==> config.mk <==
export PLATFORM = sky130hd
export DESIGN_NAME = sht_cell
export DESIGN_NICKNAME = d
export VERILOG_FILES = /design/src/rtl/sht_pkg.sv /design/src/rtl/sht_cell.sv
export SDC_FILE = /design/constraint.sdc
export NUM_CORES = 1
export LEC_CHECK = 0
export ABC_CLOCK_PERIOD_IN_PS = 2300
export BUFFER_PORTS_ARGS = -buffer_cell sky130_fd_sc_hd__buf_2
export CORE_AREA = 2 2 399 401
export DETAILED_ROUTE_END_ITERATION = 8
export DIE_AREA = 0 0 401 403
export SYNTH_ARGS = -nofsm -noshare
export SYNTH_HDL_FRONTEND = slang
export SYNTH_SLANG_ARGS = --single-unit
==> constraint.sdc <==
create_clock -name clk -period 2.3 [get_ports clk]
set_clock_uncertainty 0.1 [all_clocks]
set_input_delay 0.23 -clock clk [delete_from_list [all_inputs] [get_ports clk]]
set_output_delay 0.23 -clock clk [all_outputs]
set_load 0.005 [all_outputs]
==> src/rtl/sht_pkg.sv <==
package sht_pkg;

    localparam int ADDR_W       = 48;
    localparam int SEL_W        = 8;
    localparam int DEF_ENTRIES  = 16;

    localparam logic [2:0] OP_CREATE   = 3'd0;
    localparam logic [2:0] OP_GET_KEY  = 3'd1;
    localparam logic [2:0] OP_GET_ID   = 3'd2;
    localparam logic [2:0] OP_GET_ADDR = 3'd3;
    localparam logic [2:0] OP_UPDATE   = 3'd4;
    localparam logic [2:0] OP_READ     = 3'd5;

    localparam logic [1:0] ST_OK       = 2'd0;
    localparam logic [1:0] ST_MISS     = 2'd1;
    localparam logic [1:0] ST_CONFLICT = 2'd2;
    localparam logic [1:0] ST_RANGE    = 2'd3;

    localparam logic [1:0] CMT_NONE    = 2'd0;
    localparam logic [1:0] CMT_ALLOC   = 2'd1;
    localparam logic [1:0] CMT_CLEAR   = 2'd2;
    localparam logic [1:0] CMT_UPDATE  = 2'd3;

    typedef struct packed {
        logic [2:0]        opcode;
        logic              delete_after;
        logic signed [31:0] lookup_value;
        logic [ADDR_W-1:0] address;
        logic signed [31:0] new_segment_id;
        logic [31:0]       new_size;
        logic [SEL_W-1:0]  entry_select;
    } req_t;

    typedef struct packed {
        logic [1:0]        status;
        logic [3:0]        hit_index;
        logic              hit_in_use;
        logic signed [31:0] hit_key;
        logic signed [31:0] hit_segment_id;
        logic [ADDR_W-1:0] hit_address;
        logic [31:0]       hit_size;
        logic [4:0]        used_count;
    } rsp_t;

    // request word travelling down the row, gathering match results
    typedef struct packed {
        logic              valid;
        req_t              req;
        logic              conflict;
        logic              k_found;
        logic              s_found;
        logic              a_found;
        logic              ff_found;
        logic [SEL_W-1:0]  ff_idx;
        logic [31:0]       ff_id;
        logic [ADDR_W-1:0] ff_addr;
        logic [31:0]       ff_size;
        logic              cap_found;
        logic [SEL_W-1:0]  cap_idx;
        logic              cap_used;
        logic [31:0]       cap_key;
        logic [31:0]       cap_id;
        logic [ADDR_W-1:0] cap_addr;
        logic [31:0]       cap_size;
    } token_t;

    typedef struct packed {
        logic [1:0]        kind;
        logic [SEL_W-1:0]  idx;
        logic [31:0]       key;
        logic [31:0]       id;
        logic [ADDR_W-1:0] addr;
        logic [31:0]       size;
    } commit_t;

endpackage

==> src/rtl/sht_cell.sv <==
module sht_cell #(
    parameter logic [sht_pkg::SEL_W-1:0] CELL_INDEX = '0
) (
    input  logic             clk,
    input  logic             rst_n,
    input  sht_pkg::token_t  tok_in,
    output sht_pkg::token_t  tok_out,
    input  sht_pkg::commit_t commit
);
    import sht_pkg::*;

    logic              used_reg;
    logic [31:0]       key_reg;
    logic [31:0]       id_reg;
    logic [ADDR_W-1:0] addr_reg;
    logic [31:0]       size_reg;

    token_t tok_reg;
    token_t tok_next;
    logic   tok_valid_reg;

    logic match_k;
    logic match_s;
    logic match_a;
    logic take;

    always_comb
    begin
        match_k = (tok_in.req.lookup_value != '0) && (key_reg == tok_in.req.lookup_value);
        match_s = (tok_in.req.lookup_value != '0) && (id_reg == tok_in.req.lookup_value);
        match_a = (tok_in.req.address != '0) && (addr_reg == tok_in.req.address);

        case (tok_in.req.opcode)
            OP_CREATE, OP_GET_KEY: take = match_k;
            OP_GET_ID:             take = match_s;
            OP_GET_ADDR:           take = match_a;
            OP_UPDATE, OP_READ:    take = (tok_in.req.entry_select == CELL_INDEX);
            default:               take = 1'b0;
        endcase

        tok_next = tok_in;
        tok_next.conflict = tok_in.conflict | (match_k & tok_in.k_found)
                          | (match_s & tok_in.s_found) | (match_a & tok_in.a_found);
        tok_next.k_found = tok_in.k_found | match_k;
        tok_next.s_found = tok_in.s_found | match_s;
        tok_next.a_found = tok_in.a_found | match_a;

        if (!tok_in.ff_found && !used_reg)
        begin
            tok_next.ff_found = 1'b1;
            tok_next.ff_idx   = CELL_INDEX;
            tok_next.ff_id    = id_reg;
            tok_next.ff_addr  = addr_reg;
            tok_next.ff_size  = size_reg;
        end

        if (take)
        begin
            tok_next.cap_found = 1'b1;
            tok_next.cap_idx   = CELL_INDEX;
            tok_next.cap_used  = used_reg;
            tok_next.cap_key   = key_reg;
            tok_next.cap_id    = id_reg;
            tok_next.cap_addr  = addr_reg;
            tok_next.cap_size  = size_reg;
        end
    end

    always_ff @(posedge clk or negedge rst_n)
    begin
        if (!rst_n)
        begin
            tok_valid_reg <= 1'b0;
        end
        else
        begin
            tok_valid_reg <= tok_next.valid;
        end
    end

    always_ff @(posedge clk)
    begin
        if (tok_next.valid)
        begin
            tok_reg <= tok_next;
        end
    end

    always_comb
    begin
        tok_out       = tok_reg;
        tok_out.valid = tok_valid_reg;
    end

    // entry contents, written only by the decision stage
    always_ff @(posedge clk or negedge rst_n)
    begin
        if (!rst_n)
        begin
            used_reg <= 1'b0;
            key_reg  <= '0;
            id_reg   <= '0;
            addr_reg <= '0;
            size_reg <= '0;
        end
        else if (commit.idx == CELL_INDEX)
        begin
            case (commit.kind)
                CMT_ALLOC:
                begin
                    used_reg <= 1'b1;
                    key_reg  <= commit.key;
                end
                CMT_CLEAR:
                begin
                    used_reg <= 1'b0;
                    key_reg  <= '0;
                    id_reg   <= '0;
                    addr_reg <= '0;
                    size_reg <= '0;
                end
                CMT_UPDATE:
                begin
                    id_reg   <= commit.id;
                    addr_reg <= commit.addr;
                    size_reg <= commit.size;
                end
                default:
                begin
                end
            endcase
        end
    end
endmodule

==> metrics.csv <==
metric;value;unit
grt_usage;16.5;%
gp_congestion;0.939;
coreArea;157000;um^2
cts_root_buf;clkbuf_16;
drv_slew;0;
io_buffer_count;1027;
grt_pass1_vias;22177;
final.period_utilization;148;%
die_x;401;um
dpl.hpwl;106000;um
path_delay_family;simple AND/OR/NAND/NOR gates;
period_minus_slack;3390;ps
wl_per_cell;25.6;um
setup.worst_path.end_class;flop;
ant_nets;0;
whs_path_depth;2;
num-fill-cells;16083;
insertion_delay;680;ps
ys_types;32;
synthCells;1351;
overflow;0;
nNetsFinal;3881;
multiInputGateArea;6720;um^2
die_area;162000;um^2
slowest_stage;nor4_4;
crit_required;2600;ps
crit_path_max_incr_delay;610;ps
cts.sinks;581;
path_class;reg -> reg;
max_clock_freq;295;MHz
final_cell_area;42700;um^2
ys_ff_latch;581;
antenna_found_initial;51;
cap_violations;0;
status;finished with violations;
cts_buffers;72;
grt_max_degree;67;
drc_errors;0;
vdd_drop_max;0.508;mV
p_leak;18.6;nW
relSlewSlack;42.6;%
ys_async_sr_fraction;25.1;%
path_clk_slew;60;ps
yosys_warnings;0;
seq_area_frac_synth;71.9;%
cts_tree;yes;
critical_path_depth;10;
syn-num-nets;1945;
worst-path-buf-inv;3;
synthesis.area;23200;um^2
ys_top_cells_by_count;edfxtp_1 (435), mux2_2 (197), dfrtp_1 (146);
clk_path_buf_depth;3;
die_h;403;um
crit_arrival;3700;ps
crit_chain;xor2_1 > nor4_2 > nand4_1 > nor4_4 > nand4b_1 > o211ai_4 > buf_12 > buf_12 > clkbuf_16 > mux2_4;
p_per_area;663;nW/um^2
grt_pass1_wl;183000;um
dr.pass1.iters;5;
syn_avg_cell_area;17.2;um^2
hp-class;in -> reg;
largest_register_ffs;435;
violations;setup timing;
synthTopCellsByArea;edfxtp_1 (56%), dfrtp_1 (16%), mux2_2 (9.5%);
rsz0062_at_grt;yes;
synth_edf_count;435;
yosysTopAreaCellShare;56.2;%
seq_area;16700;um^2
drt_iter0_drc;1922;
fin_cells;5437;
start_util;14.8;%
reg2reg_depth;10;
placed_area;33300;um^2
io_pins;1028;
routed_via_density;3.91;
row_count;146;
startpoint_type;flop;
htree_levels;3;
worstMarginPinSlew;853;ps
area_growth;83.5;%
critPathMostFrequentCell;buf_12;
synth_ff_type;edfxtp_1;
wirelength;139000;um
vias;21260;
drive_above_1_share;51.7;%
setup_ws;-1090;ps
final-hold-violation-count;0;
dp_cells;4678;
finalSetupViolCount;156;
hold_slack;184;ps
critPathMaxFanout;8;
synth_top_area_cell;edfxtp_1;
yosysMostFrequentCell;edfxtp_1;
repair_timing:
action	4_1_cts	5_1_grt
endpoints found under the hold margin	746	0
gates resized for setup	126	53
endpoints found under the setup margin	156	158
hold buffers	585	0
pin swaps	11	12
setup buffers	18	3
cloned	5	4
area by class of cell:
cell class | instances | area share, %
clock buffer | 104 | 4.72
antenna | 19 | 0.111
timing repair buffer | 1928 | 33.2
clock inverter | 29 | 0.915
tap | 2072 | 6.08
inverter | 2 | 0.0176
multi-input combinational | 702 | 15.8
sequential | 581 | 39.2
report_power, final:
part | internal, W | total, W | switching [W]
Clock | 0.00694 | 0.0119 | 0.00495
Combinational | 0.00210 | 0.00398 | 0.00189
Sequential | 0.0121 | 0.0124 | 0.000341
Total | 0.0211 | 0.0283 | 0.00718
cells in the final DEF (no fill, tap or decap), types with 33 or more instances in the layout:
| master | netlist | routed |
|---|---|---|
| buf_2 | 2 | 1025 |
| dlygate4sd3_1 | 0 | 584 |
| edfxtp_1 | 435 | 435 |
| buf_4 | 10 | 248 |
| mux2_2 | 197 | 145 |
| dfrtp_1 | 146 | 143 |
| a22o_1 | 112 | 112 |
| mux2_4 | 0 | 110 |
| xor2_1 | 96 | 89 |
| clkbuf_16 | 0 | 76 |
| nor4_1 | 61 | 52 |
| buf_12 | 7 | 41 |
| nand2_1 | 34 | 34 |
| nand2b_1 | 33 | 33 |
| o21ai_0 | 33 | 33 |
logic make-up after synthesis:
group / count (synthesis) / share of synthesized area [%]
adders and majority gates: 2 / 0.108
AOI/OAI and AO/OA: 150 / 5.10
xor gates and xnor gates: 112 / 4.22
DFF: 581 / 71.9
muxes: 257 / 12.4
and+or+nand+nor: 181 / 4.46
buffers and inverters: 68 / 1.76
final timing paths:
check | end | start | slack, ps
hold reg to reg | size_reg[5] | size_reg[5] | 440
max in group asynchronous | id_reg[24] | rst_n | 1450
setup reg to reg | tok_out[133] | addr_reg[15] | -1090
setup / recovery | tok_out[133] | addr_reg[15] | -1090
hold / removal | tok_out[321] | tok_in[321] | 180
min in group asynchronous | id_reg[16] | rst_n | 200
through the flow:
step	setup TNS [ps]	power [W]	setup WS [ps]	util (%)
floorplan	-19570	0.0131	-186	-
global placement	-268450	0.0156	-1850	21.1
detailed placement	-268530	0.0156	-1860	21.1
CTS	-194050	0.0285	-1340	26.9
global route	-184230	0.0292	-1270	27.1
finish	-156220	0.0283	-1090	27.1
routing by layer:
metal	global-route usage (%)	share of wire [%]
met4	7.53	4.7
met1	20.3	40
met5	0	0.15
met3	6.99	11
met2	25.0	44
No activity file was read; power rests on OpenSTA's default activity.
